**config.mk**
```make
export PLATFORM = sky130hd
export DESIGN_NAME = ewma_core_placement_policy
export DESIGN_NICKNAME = d
export VERILOG_FILES = /design/src/rtl/core/ecpp_pkg.sv /design/src/rtl/core/ewma_core_placement_policy.sv /design/src/rtl/core/ecpp_ctrl.sv /design/src/rtl/core/ecpp_dp.sv
export SDC_FILE = /design/constraint.sdc
export NUM_CORES = 1
export LEC_CHECK = 0
export ABC_AREA = 1
export BUFFER_PORTS_ARGS = -buffer_cell sky130_fd_sc_hd__buf_2
export CAP_MARGIN = 20
export CORE_MARGIN = 2
export CORE_UTILIZATION = 35
export CTS_CLUSTER_DIAMETER = 30
export DETAILED_ROUTE_END_ITERATION = 10
export PLACE_DENSITY = 0.47
export SETUP_SLACK_MARGIN = 0.2
export SKIP_LAST_GASP = 1
export SLEW_MARGIN = 25
export SYNTH_ARGS = -nofsm -noshare
export SYNTH_HDL_FRONTEND = slang
export SYNTH_SLANG_ARGS = --single-unit
```
**constraint.sdc**
```tcl
create_clock -name i_clk -period 6.32 [get_ports i_clk]
set_input_delay 0.316 -clock i_clk [delete_from_list [all_inputs] [get_ports i_clk]]
set_output_delay 0.316 -clock i_clk [all_outputs]
set_load 0.1 [all_outputs]
```
**src/rtl/core/ecpp_pkg.sv**
```systemverilog
// -----------------------------------------------------------------------------
// ecpp_pkg - core placement policy shared definitions
// Types, codes and constants used by the controller, the datapath and the top.
// -----------------------------------------------------------------------------
package ecpp_pkg;

    localparam int MAX_CORES_DEF  = 8;
    localparam int MAX_PROPOSALS  = 8;

    localparam logic [6:0] LOAD_CAP    = 7'd100;
    localparam logic [3:0] RUN_SAT     = 4'd15;
    localparam logic [6:0] HI_TH_RST   = 7'd75;
    localparam logic [6:0] LO_TH_RST   = 7'd30;
    localparam logic [3:0] RUN_LEN_RST = 4'd3;

    typedef enum logic [1:0] {
        CMD_UPDATE  = 2'd0,
        CMD_SELECT  = 2'd1,
        CMD_BALANCE = 2'd2
    } t_cmd;

    typedef enum logic [1:0] {
        KIND_SELECT   = 2'd0,
        KIND_PROPOSAL = 2'd1,
        KIND_DONE     = 2'd2
    } t_kind;

    typedef enum logic [2:0] {
        CFG_CORE_COUNT = 3'd0,
        CFG_BIG_MASK   = 3'd1,
        CFG_HIGH_TH    = 3'd2,
        CFG_LOW_TH     = 3'd3,
        CFG_RUN_LEN    = 3'd4
    } t_cfg_idx;

    // read address source for the per-core state
    typedef enum logic [1:0] {
        ADDR_ID   = 2'd0,
        ADDR_SCAN = 2'd1,
        ADDR_CUR  = 2'd2
    } t_addr_sel;

    typedef struct packed {
        logic [1:0] cmd;
        logic [2:0] core_id;
        logic [7:0] load_percent;
        logic       wants_big;
        logic       on_solar;
    } t_in_item;

    typedef struct packed {
        logic [1:0] result_kind;
        logic [2:0] source_core;
        logic [2:0] target_core;
        logic [6:0] source_load;
        logic [6:0] target_load;
        logic [3:0] proposal_count;
        logic       last;
    } t_out_item;

    // controller -> datapath
    typedef struct packed {
        logic      latch_in;
        t_addr_sel addr_sel;
        logic      upd;
        logic      pick_start;
        logic      pick_step;
        logic      cur_latch;
        logic      next_core;
        logic      emit;
        t_kind     emit_kind;
    } t_ctl;

    // datapath -> controller
    typedef struct packed {
        logic [1:0] cmd;
        logic       pick_done;
        logic       bal_done;
        logic       cand;
        logic       prop_ok;
        logic       out_free;
    } t_sts;

endpackage

```
**src/rtl/core/ewma_core_placement_policy.sv**
```systemverilog
// -----------------------------------------------------------------------------
// ewma_core_placement_policy - smoothed-load core placement with hysteresis
// One transaction in flight at a time; select and balance scan the cores in turn
// through the single state read port.
// Reset: i_rst_n synchronous, active low; config to defaults, state all zero.
// -----------------------------------------------------------------------------
//
// Structure
//   ecpp_ctrl : sequencer. Accepts a transaction only when idle and walks it
//               through update, scan and emit steps.
//   ecpp_dp   : config registers, per-core smoothed load and high/low run
//               counters, the scan unit and the result register.
//
// Scan unit
//   One pass over the active cores keeps two running minima: the least
//   loaded core of the wanted class and the least loaded core overall.
//   Strict less-than keeps ties on the lowest index. If no core of the
//   wanted class exists the overall minimum is used; with no active cores
//   the answer is core 0 at load 0.
//
// Balance
//   Each active core is tested in turn. A little core whose high run has
//   reached run_length asks for a big core; a big core whose low run has
//   reached run_length asks for a little one (solar still forces big).
//   A proposal is raised, and the run counter used is cleared, only when
//   the target differs from the core (and, for a little core, is less
//   loaded). The walk stops after eight proposals; a finishing transaction
//   carries the count.
//
// Result register
//   Decouples the two sides: a result can wait for o_out_valid/i_out_ready
//   while the sequencer returns to idle and takes the next transaction.
//
// Config port
//   Always ready. Writing core_count clears all per-core state at once.
// -----------------------------------------------------------------------------
module ewma_core_placement_policy #(
    parameter int MAX_CORES = ecpp_pkg::MAX_CORES_DEF
) (
    input  logic                 i_clk,
    input  logic                 i_rst_n,
    input  logic                 i_in_valid,
    output logic                 o_in_ready,
    input  ecpp_pkg::t_in_item   i_in,
    output logic                 o_out_valid,
    input  logic                 i_out_ready,
    output ecpp_pkg::t_out_item  o_out,
    input  logic                 i_cfg_valid,
    output logic                 o_cfg_ready,
    input  logic [2:0]           i_cfg_index,
    input  logic [7:0]           i_cfg_data
);

    ecpp_pkg::t_ctl ctl;
    ecpp_pkg::t_sts sts;

    // config is taken whenever offered
    assign o_cfg_ready = 1'b1;

    ecpp_ctrl u_ctrl (
        .i_clk      (i_clk),
        .i_rst_n    (i_rst_n),
        .i_in_valid (i_in_valid),
        .i_cmd      (i_in.cmd),
        .o_in_ready (o_in_ready),
        .i_sts      (sts),
        .o_ctl      (ctl)
    );

    ecpp_dp #(
        .MAX_CORES (MAX_CORES)
    ) u_dp (
        .i_clk       (i_clk),
        .i_rst_n     (i_rst_n),
        .i_in        (i_in),
        .i_cfg_valid (i_cfg_valid),
        .i_cfg_index (i_cfg_index),
        .i_cfg_data  (i_cfg_data),
        .i_ctl       (ctl),
        .o_sts       (sts),
        .i_out_ready (i_out_ready),
        .o_out_valid (o_out_valid),
        .o_out       (o_out)
    );

endmodule

```
**src/rtl/core/ecpp_ctrl.sv**
```systemverilog
// -----------------------------------------------------------------------------
// ecpp_ctrl - placement policy sequencer
// Walks update, select and balance transactions and drives the datapath.
// -----------------------------------------------------------------------------
module ecpp_ctrl (
    input  logic             i_clk,
    input  logic             i_rst_n,
    input  logic             i_in_valid,
    input  logic [1:0]       i_cmd,
    output logic             o_in_ready,
    input  ecpp_pkg::t_sts   i_sts,
    output ecpp_pkg::t_ctl   o_ctl
);

    typedef enum logic [2:0] {
        S_IDLE,
        S_UPD,
        S_PICK,
        S_EMIT_SEL,
        S_BAL,
        S_CHK,
        S_EMIT_PROP,
        S_EMIT_DONE
    } t_state;

    t_state r_state;
    t_state n_state;

    always_comb begin
        n_state         = r_state;
        o_ctl           = '0;
        o_ctl.addr_sel  = ecpp_pkg::ADDR_ID;
        o_ctl.emit_kind = ecpp_pkg::KIND_SELECT;
        o_in_ready      = 1'b0;
        case (r_state)
            S_IDLE: begin
                o_in_ready = 1'b1;
                if (i_in_valid) begin
                    o_ctl.latch_in = 1'b1;
                    case (i_cmd)
                        ecpp_pkg::CMD_UPDATE:  n_state = S_UPD;
                        ecpp_pkg::CMD_SELECT:  n_state = S_PICK;
                        ecpp_pkg::CMD_BALANCE: n_state = S_BAL;
                        default:               n_state = S_IDLE;
                    endcase
                end
            end
            S_UPD: begin
                o_ctl.upd = 1'b1;
                n_state   = S_IDLE;
            end
            S_PICK: begin
                o_ctl.addr_sel = ecpp_pkg::ADDR_SCAN;
                if (i_sts.pick_done) begin
                    n_state = (i_sts.cmd == ecpp_pkg::CMD_SELECT) ? S_EMIT_SEL : S_CHK;
                end else begin
                    o_ctl.pick_step = 1'b1;
                end
            end
            S_EMIT_SEL: begin
                if (i_sts.out_free) begin
                    o_ctl.emit      = 1'b1;
                    o_ctl.emit_kind = ecpp_pkg::KIND_SELECT;
                    n_state         = S_IDLE;
                end
            end
            S_BAL: begin
                o_ctl.addr_sel = ecpp_pkg::ADDR_CUR;
                if (i_sts.bal_done) begin
                    n_state = S_EMIT_DONE;
                end else if (i_sts.cand) begin
                    o_ctl.cur_latch  = 1'b1;
                    o_ctl.pick_start = 1'b1;
                    n_state          = S_PICK;
                end else begin
                    o_ctl.next_core = 1'b1;
                end
            end
            S_CHK: begin
                if (i_sts.prop_ok) begin
                    n_state = S_EMIT_PROP;
                end else begin
                    o_ctl.next_core = 1'b1;
                    n_state         = S_BAL;
                end
            end
            S_EMIT_PROP: begin
                if (i_sts.out_free) begin
                    o_ctl.emit      = 1'b1;
                    o_ctl.emit_kind = ecpp_pkg::KIND_PROPOSAL;
                    n_state         = S_BAL;
                end
            end
            S_EMIT_DONE: begin
                if (i_sts.out_free) begin
                    o_ctl.emit      = 1'b1;
                    o_ctl.emit_kind = ecpp_pkg::KIND_DONE;
                    n_state         = S_IDLE;
                end
            end
            default: n_state = S_IDLE;
        endcase
    end

    always_ff @(posedge i_clk) begin
        if (!i_rst_n) begin
            r_state <= S_IDLE;
        end else begin
            r_state <= n_state;
        end
    end

endmodule

```
**src/rtl/core/ecpp_dp.sv**
```systemverilog
// -----------------------------------------------------------------------------
// ecpp_dp - placement policy datapath
// Config registers, per-core load and run state, scan unit and result register.
// -----------------------------------------------------------------------------
module ecpp_dp #(
    parameter int MAX_CORES = ecpp_pkg::MAX_CORES_DEF
) (
    input  logic                 i_clk,
    input  logic                 i_rst_n,
    input  ecpp_pkg::t_in_item   i_in,
    input  logic                 i_cfg_valid,
    input  logic [2:0]           i_cfg_index,
    input  logic [7:0]           i_cfg_data,
    input  ecpp_pkg::t_ctl       i_ctl,
    output ecpp_pkg::t_sts       o_sts,
    input  logic                 i_out_ready,
    output logic                 o_out_valid,
    output ecpp_pkg::t_out_item  o_out
);

    localparam int IW = (MAX_CORES > 1) ? $clog2(MAX_CORES) : 1;
    localparam int NW = $clog2(MAX_CORES + 1);
    localparam logic [4:0] MAX_C5 = 5'(MAX_CORES);

    // config
    logic [3:0] r_core_count;
    logic [7:0] r_mask;
    logic [6:0] r_hi_th;
    logic [6:0] r_lo_th;
    logic [3:0] r_run_len;

    // per-core state
    logic [6:0] r_load [MAX_CORES];
    logic [3:0] r_hrun [MAX_CORES];
    logic [3:0] r_lrun [MAX_CORES];
    logic [MAX_CORES-1:0] big_vec;

    ecpp_pkg::t_in_item r_item;

    // walk pointers
    logic [NW-1:0] r_j;
    logic [NW-1:0] r_i;
    logic [3:0]    r_count;

    // scan unit: best of wanted class and best overall
    logic          r_any_found;
    logic [IW-1:0] r_any_idx;
    logic [6:0]    r_any_load;
    logic          r_cls_found;
    logic [IW-1:0] r_cls_idx;
    logic [6:0]    r_cls_load;

    // core under test in a balance pass
    logic [6:0] r_cur_load;
    logic       r_cur_big;
    logic       r_cur_little;

    logic                r_out_valid;
    ecpp_pkg::t_out_item r_out;

    logic [NW-1:0] n_act;
    logic          cfg_wr;
    logic          clr_state;
    logic [IW-1:0] rd_addr;
    logic [6:0]    rd_load;
    logic [3:0]    rd_hrun;
    logic [3:0]    rd_lrun;
    logic          rd_big;
    logic          id_ok;
    logic          upd_en;
    logic [6:0]    ld_clamp;
    logic [8:0]    old_x3;
    logic [6:0]    v_new;
    logic          v_high;
    logic          v_low;
    logic [3:0]    hr_new;
    logic [3:0]    lr_new;
    logic          want;
    logic          in_cls;
    logic [IW-1:0] pick_t;
    logic [6:0]    pick_load;
    logic          cand_little;
    logic          cand_big;
    logic          emit_prop;
    ecpp_pkg::t_out_item out_next;

    genvar g;
    generate
        for (g = 0; g < MAX_CORES; g++) begin : g_big
            if (g < 8) begin : g_mask
                assign big_vec[g] = r_mask[g];
            end else begin : g_none
                assign big_vec[g] = 1'b0;
            end
        end
    endgenerate

    assign n_act = NW'(({1'b0, r_core_count} > MAX_C5) ? MAX_C5 : {1'b0, r_core_count});

    assign cfg_wr    = i_cfg_valid;
    assign clr_state = cfg_wr && (i_cfg_index == ecpp_pkg::CFG_CORE_COUNT);

    always_comb begin
        case (i_ctl.addr_sel)
            ecpp_pkg::ADDR_SCAN: rd_addr = r_j[IW-1:0];
            ecpp_pkg::ADDR_CUR:  rd_addr = r_i[IW-1:0];
            default:             rd_addr = IW'(r_item.core_id);
        endcase
    end

    assign rd_load = r_load[rd_addr];
    assign rd_hrun = r_hrun[rd_addr];
    assign rd_lrun = r_lrun[rd_addr];
    assign rd_big  = big_vec[rd_addr];

    // load update: load/4 + old*3/4
    assign id_ok    = {2'b00, r_item.core_id} < 5'(n_act);
    assign upd_en   = i_ctl.upd && id_ok;
    assign ld_clamp = (r_item.load_percent > 8'(ecpp_pkg::LOAD_CAP)) ?
                      ecpp_pkg::LOAD_CAP : r_item.load_percent[6:0];
    assign old_x3   = {2'b00, rd_load} * 9'd3;
    assign v_new    = 7'(ld_clamp >> 2) + 7'(old_x3 >> 2);
    assign v_high   = v_new > r_hi_th;
    assign v_low    = v_new < r_lo_th;
    assign hr_new   = !v_high ? 4'd0 :
                      (rd_hrun == ecpp_pkg::RUN_SAT) ? rd_hrun : rd_hrun + 4'd1;
    assign lr_new   = (v_high || !v_low) ? 4'd0 :
                      (rd_lrun == ecpp_pkg::RUN_SAT) ? rd_lrun : rd_lrun + 4'd1;

    // scan: little candidate looks for big, big candidate follows solar
    assign want   = (r_item.cmd == ecpp_pkg::CMD_BALANCE) ?
                    (r_cur_little || r_item.on_solar) : (r_item.wants_big || r_item.on_solar);
    assign in_cls = rd_big == want;

    assign pick_t    = r_cls_found ? r_cls_idx  : r_any_idx;
    assign pick_load = r_cls_found ? r_cls_load : r_any_load;

    assign cand_little = !rd_big && (rd_hrun >= r_run_len);
    assign cand_big    =  rd_big && (rd_lrun >= r_run_len);

    assign emit_prop = i_ctl.emit && (i_ctl.emit_kind == ecpp_pkg::KIND_PROPOSAL);

    always_ff @(posedge i_clk) begin
        if (!i_rst_n) begin
            r_core_count <= '0;
            r_mask       <= '0;
            r_hi_th      <= ecpp_pkg::HI_TH_RST;
            r_lo_th      <= ecpp_pkg::LO_TH_RST;
            r_run_len    <= ecpp_pkg::RUN_LEN_RST;
        end else if (cfg_wr) begin
            case (i_cfg_index)
                ecpp_pkg::CFG_CORE_COUNT: r_core_count <= i_cfg_data[3:0];
                ecpp_pkg::CFG_BIG_MASK:   r_mask       <= i_cfg_data;
                ecpp_pkg::CFG_HIGH_TH:    r_hi_th      <= i_cfg_data[6:0];
                ecpp_pkg::CFG_LOW_TH:     r_lo_th      <= i_cfg_data[6:0];
                ecpp_pkg::CFG_RUN_LEN:    r_run_len    <= i_cfg_data[3:0];
                default: ;
            endcase
        end
    end

    always_ff @(posedge i_clk) begin
        if (!i_rst_n || clr_state) begin
            for (int k = 0; k < MAX_CORES; k++) begin
                r_load[k] <= '0;
                r_hrun[k] <= '0;
                r_lrun[k] <= '0;
            end
        end else begin
            if (upd_en) begin
                r_load[rd_addr] <= v_new;
                r_hrun[rd_addr] <= hr_new;
                r_lrun[rd_addr] <= lr_new;
            end
            if (emit_prop) begin
                if (r_cur_big) begin
                    r_lrun[r_i[IW-1:0]] <= '0;
                end else begin
                    r_hrun[r_i[IW-1:0]] <= '0;
                end
            end
        end
    end

    always_ff @(posedge i_clk) begin
        if (i_ctl.latch_in) begin
            r_item <= i_in;
        end
        if (i_ctl.cur_latch) begin
            r_cur_load   <= rd_load;
            r_cur_big    <= rd_big;
            r_cur_little <= !rd_big;
        end
    end

    always_ff @(posedge i_clk) begin
        if (!i_rst_n) begin
            r_j         <= '0;
            r_i         <= '0;
            r_count     <= '0;
            r_any_found <= 1'b0;
            r_cls_found <= 1'b0;
            r_any_idx   <= '0;
            r_any_load  <= '0;
            r_cls_idx   <= '0;
            r_cls_load  <= '0;
        end else begin
            if (i_ctl.latch_in || i_ctl.pick_start) begin
                r_j         <= '0;
                r_any_found <= 1'b0;
                r_cls_found <= 1'b0;
                r_any_idx   <= '0;
                r_any_load  <= '0;
                r_cls_idx   <= '0;
                r_cls_load  <= '0;
            end else if (i_ctl.pick_step) begin
                r_j <= r_j + NW'(1);
                if (!r_any_found || rd_load < r_any_load) begin
                    r_any_found <= 1'b1;
                    r_any_idx   <= rd_addr;
                    r_any_load  <= rd_load;
                end
                if (in_cls && (!r_cls_found || rd_load < r_cls_load)) begin
                    r_cls_found <= 1'b1;
                    r_cls_idx   <= rd_addr;
                    r_cls_load  <= rd_load;
                end
            end
            if (i_ctl.latch_in) begin
                r_i     <= '0;
                r_count <= '0;
            end else if (i_ctl.next_core) begin
                r_i <= r_i + NW'(1);
            end else if (emit_prop) begin
                r_i     <= r_i + NW'(1);
                r_count <= r_count + 4'd1;
            end
        end
    end

    always_comb begin
        out_next             = '0;
        out_next.result_kind = i_ctl.emit_kind;
        case (i_ctl.emit_kind)
            ecpp_pkg::KIND_SELECT: begin
                out_next.target_core = 3'(pick_t);
                out_next.target_load = pick_load;
                out_next.last        = 1'b1;
            end
            ecpp_pkg::KIND_PROPOSAL: begin
                out_next.source_core = 3'(r_i);
                out_next.target_core = 3'(pick_t);
                out_next.source_load = r_cur_load;
                out_next.target_load = pick_load;
            end
            default: begin
                out_next.proposal_count = r_count;
                out_next.last           = 1'b1;
            end
        endcase
    end

    always_ff @(posedge i_clk) begin
        if (!i_rst_n) begin
            r_out_valid <= 1'b0;
        end else if (i_ctl.emit) begin
            r_out_valid <= 1'b1;
        end else if (i_out_ready) begin
            r_out_valid <= 1'b0;
        end
    end

    always_ff @(posedge i_clk) begin
        if (i_ctl.emit) begin
            r_out <= out_next;
        end
    end

    assign o_out_valid = r_out_valid;
    assign o_out       = r_out;

    assign o_sts.cmd       = r_item.cmd;
    assign o_sts.pick_done = r_j >= n_act;
    assign o_sts.bal_done  = (r_i >= n_act) || (r_count == 4'(ecpp_pkg::MAX_PROPOSALS));
    assign o_sts.cand      = cand_little || cand_big;
    assign o_sts.prop_ok   = (pick_t != r_i[IW-1:0]) && (r_cur_big || pick_load < r_cur_load);
    assign o_sts.out_free  = !r_out_valid || i_out_ready;

endmodule

```
### Word level (Yosys, flattened, before mapping)

Memories as Yosys holds them, arrays and structs flattened.
Index checks and enable logic that the tools add are counted.

* add/sub/neg operators: 6
* multipliers: 1
* magnitude comparators: 13
* equal/unequal tests: 28
* mux-type cells: 74
* bitwise gates (word level): 2
* reduce and logical (&&, ||, !) cells: 48

Operator list (number)
* $mux W3: 16
* $mux W4: 11
* $mux W1: 35
* $lt A7 B7 Y1: 4
* $mux W7: 3
* $pmux W3 S7: 1
* $add A4 B1 Y4 const B: 5
* $pmux W3 S3: 2
* $ge A4 B4 Y1: 4
* $reduce_and A2 Y1: 8
* $reduce_or A4 Y1: 4
* $eq A3 B3 Y1 const B: 5
* $eq A3 B2 Y1 const B: 4
* $eq A4 B4 Y1 const B: 3
* $logic_or A1 B1 Y1: 11
* $mul A7 B2 Y9 const B: 1
* $eq A2 B1 Y1 const B: 4
* $gt A8 B7 Y1 const B: 1
* $reduce_or A2 Y1: 4
* $add A5 B7 Y7: 1
* $gt A7 B7 Y1: 1
* $logic_and A1 B1 Y1: 7
* $reduce_or A7 Y1: 1
* $eq A2 B2 Y1 const B: 3
* other kinds (20): 33

* register bits after elaboration: 119
* RAM bits: 120
* input port bits: 31
* output and inout port bits: 30
* word-level logic and storage cells: 206
* memories kept: 3

Memory list
* u_dp.r_load: words 8, width 7, rd ports 1, clocked after memory_dff 0, write ports 8, line ecpp_dp.sv:33 `logic [6:0] r_load [MAX_CORES];`
* u_dp.r_hrun: words 8, width 4, rd ports 1, clocked after memory_dff 0, write ports 8, line ecpp_dp.sv:34 `logic [3:0] r_hrun [MAX_CORES];`
* u_dp.r_lrun: words 8, width 4, rd ports 1, clocked after memory_dff 0, write ports 8, line ecpp_dp.sv:35 `logic [3:0] r_lrun [MAX_CORES];`

### Logic depth before layout (Yosys ltp)

* depth after elaboration: 14
* mapped depth: 37
* depth with buffers taken out: 34

### By module

Synthesis repeated with hierarchy kept, for this count alone.

* cell total of the unflattened synthesis: 1585
* area, all modules: 12663.4 µm²

By module, submodules not included
* ecpp_dp: times used 1, cells each 1515, area an instance 12256.8 µm², sequential area each 5795.6 µm²
* ecpp_ctrl: times used 1, cells each 68, area an instance 395.4 µm², sequential area each 60.1 µm²
* ewma_core_placement_policy: times used 1, cells each 2, area an instance 11.3 µm², sequential area each 0.0 µm²

### Worst setup path after synthesis

No wires, ideal clock.

* kind: reg-to-reg
* start point: register u_ctrl.r_state[1]
* end point: memory u_dp.r_lrun[0][2] (data pin)
* library setup time: 0.144 ns
* arrival time: 5.291 ns
* required time: 6.176 ns
* path slack: 0.885 ns
* cell stages (with the launch flop): 33
* path buffers: 2
* clock period less this slack: 5.435 ns
* cells stage by stage: dfxtp_1 -> buf_4 -> nor2_4 -> nand3_1 -> nand2_1 -> inv_2 -> nand2_4 -> inv_2 -> buf_6 -> nor2_4 -> inv_2 -> or2_2 -> nand4_1 -> inv_1 -> ha_1 -> a21oi_1 -> o21ai_0 -> xor2_1 -> ha_1 -> a21oi_1 -> nand2_1 -> nand2_1 -> nand2_1 -> a21oi_1 -> xor2_4 -> inv_1 -> ha_1 -> nand4_1 -> o21ai_0 -> nand3b_1 -> nor2_1 -> o211ai_2 -> nor2_1

RTL lines
* start: declaration: line ecpp_ctrl.sv:26 `t_state r_state;`
* start signal: assignment: line ecpp_ctrl.sv:109 `r_state <= n_state;`
* end: declaration: line ecpp_dp.sv:35

==> out/results.ini <==
[run_status]
status=finished, final reports clean

[synthesis]
synth_nets=1457
syn_area_mm2=0.0124
yosysTopAreaCell=edfxtp_1
yosys_register_bits=239
synth_most_common_cell=nor2_1
synth_cell_types=62
synth_top_area_frac=0.413
synthFlopType=edfxtp_1
yosysWarnings=0
async_reset_ff_frac=0
synth_edf_count=171
syn_area_per_cell_um2=9.15
synth_area_leaders=edfxtp_1 (41%), dfxtp_1 (11%), nor2_1 (7.7%)
synthCells=1357
netlist_top_cells_count=nor2_1 (254), nand2_1 (237), edfxtp_1 (171), inv_1 (151), a21oi_1 (72)
ys_seq_area_frac=0.523

[timing]
fin_crit_sh=0.884
max_slew.worst_pin.slew_ns=0.927
fin_tns_setup_ns=0
finalHoldViolCount=0
clock_skew_ns=0.0169
timing.slew.headroom=0.375
fmax_ghz=0.179
post-route-min-period_ns=5.59
drv_slew=0
rsz0062_at_grt=true
layout_setup_ws_ns=0.734
setup_violations=0

[route]
drc=0
vias_per_cell=4.85
vias=9632
final_antenna_net_count=0
drt_pass1_iterations=6
avgRoutedWirePerCell_um=17.5
routed_wl_um=34700
drt_iter0_drc=573

[worst_setup_path]
cp.arrival_ns=6.01
reg2reg_slack_ns=0.73
start_kind=flip-flop
slowest_stage=ha_1
critical_path.endpoint=u_dp.r_lrun[6][3]
crit_top_cell=nand2_2
cp-end-kind=flip-flop
crit_type=flip-flop to flip-flop
slowest_delay_ns=0.39
worst-path-max-fanout=10
reg2reg_depth=34
reg2reg_from=u_ctrl.r_state[2]
timing.rr.end=u_dp.r_lrun[6][3]
worst_ep_required_time_ns=6.75
crit_path_start=u_ctrl.r_state[2]

[placed_design]
place.gp.congestion=0.854
dp_cells=1864
dp_slack_ns=-0.0432
dp_hpwl_um=25800
io_buffers=59

[floorplanning]
initial_utilization=0.358
core_area_mm2=0.0347
die_w_um=192
die_h_um=192
io_pins=61
rows=68
dieArea_mm2=0.0370

[cells_and_area]
layout.nets=1585
areaGrowthSynthToFinish_pct=25.2
multiInputGateArea_mm2=0.00523
fillers=3387
fin_cells=1988
regArea_mm2=0.00650
antenna_cells=0
final_layout_size_suffix_gt1_frac=0.181

[run]
maxCapViolCount=0

[global_routing]
grt_pass1_wl_um=54600
grt_max_degree=31
grt_pass1_vias=9661
grt_antenna_before_repair=0
grt-ovfl-total=0
grt_util_all_layers=0.194

[cts]
postCtsSetupBuffers=0
numClockSinks=239
root_buffer=clkbuf_16
h-tree-depth=2
clkLatencyLatePin_ns=0.58
cts.clk_slew.worst_paths_ns=0.05
cts_tree=done
clock_path_buffers=3
cts_inserted_buffers=57

[worst_hold_path]
hold_class=input pin to flip-flop

==> worst max-delay path, delay by kind of cell (launching register included) <==
family	cells	cell delay [ns]
simple gates	19	2.45
flops	1	0.38
fa+ha+maj	3	1.03
buf+inv	5	0.45
compound gates	6	0.97
xor+xnor	1	0.16
==> cell type report <==
cell class,instances,share of cell area
clock buffer,74,0.104
inverter,171,0.0414
multi-input combinational,923,0.336
timing repair buffer,93,0.0384
tap,455,0.0366
sequential,239,0.418
clock inverter,33,0.0253
==> state kept, by name (all words and copies together) (netlist names), 8 cells and up <==
signal / count
u_dp.o_out: 27
u_dp.big_vec: 8
u_dp.r_item: 13
u_dp.r_lrun: 32
u_dp.r_load: 56
u_dp.r_hrun: 32
==> placed cells by master (no fill, tap or decap), types with 10 or more instances in the layout <==
cell	Yosys	layout
dfxtp_1	68	64
edfxtp_1	171	171
clkinv_2	0	10
clkbuf_16	0	61
nand2_1	237	235
o22ai_1	11	11
o21ai_0	58	56
ha_1	67	66
inv_1	151	149
nand2_2	14	16
dlygate4sd3_1	0	17
a21oi_1	72	71
nor2_1	254	252
nand4_1	16	16
nand3_1	55	55
nor2_2	13	12
xor2_1	10	10
buf_2	3	59
inv_2	19	19
buf_4	3	16
==> worst min path at each step <==
stage	to	depth (start not counted)	from
3_3_place_gp	u_dp.r_hi_th[2]	2	u_dp.r_hi_th[2]
4_1_cts	u_dp.r_hi_th[6]	3	i_cfg_data[6]
2_1_floorplan	u_dp.o_sts[5]	0	i_in[13]
5_1_grt	u_dp.r_hi_th[6]	3	i_cfg_data[6]
6_report	u_dp.r_hi_th[6]	3	i_cfg_data[6]
3_5_place_dp	u_dp.r_lo_th[6]	2	u_dp.r_lo_th[6]
==> metrics by stage <==
step	utilization	instance area, um^2	hold WS, ns
global placement	0.382	13300	0.462
detailed placement	0.382	13300	0.457
CTS	0.445	15500	0.00126
floorplan	-	12400	0.415
finish	0.448	15600	0.0137
global route	0.448	15600	0.0392
==> cell families after synthesis <==
family	Yosys count	share of synthesized area
flops	239	0.523
buf+inv	195	0.0641
fa+ha+maj	69	0.0707
other cells	1	0.000302
mux	3	0.00242
compound gates	200	0.0968
xor+xnor	14	0.0129
simple gates	636	0.230
==> what timing repair did <==
item | in CTS | in global routing
cloned | 0 | 0
hold endpoints to repair | 18 | 0
hold buffers | 17 | 0
pin swaps | 0 | 3
setup endpoints to repair | 32 | 64
resized for setup | 4 | 20
==> layer usage <==
layer | wire length (um) | vias to the layer above | track usage
met5 | 0 | - | 0
met1 | 15500 | 4581 | 0.245
met4 | 649 | 0 | 0.0596
li1 | - | 4834 | -
met2 | 17200 | 173 | 0.341
met3 | 1340 | 44 | 0.0307
Power is left out: the tool's default activity adds up to more than one toggle a clock period on the data nets, which glitch-free logic cannot reach.
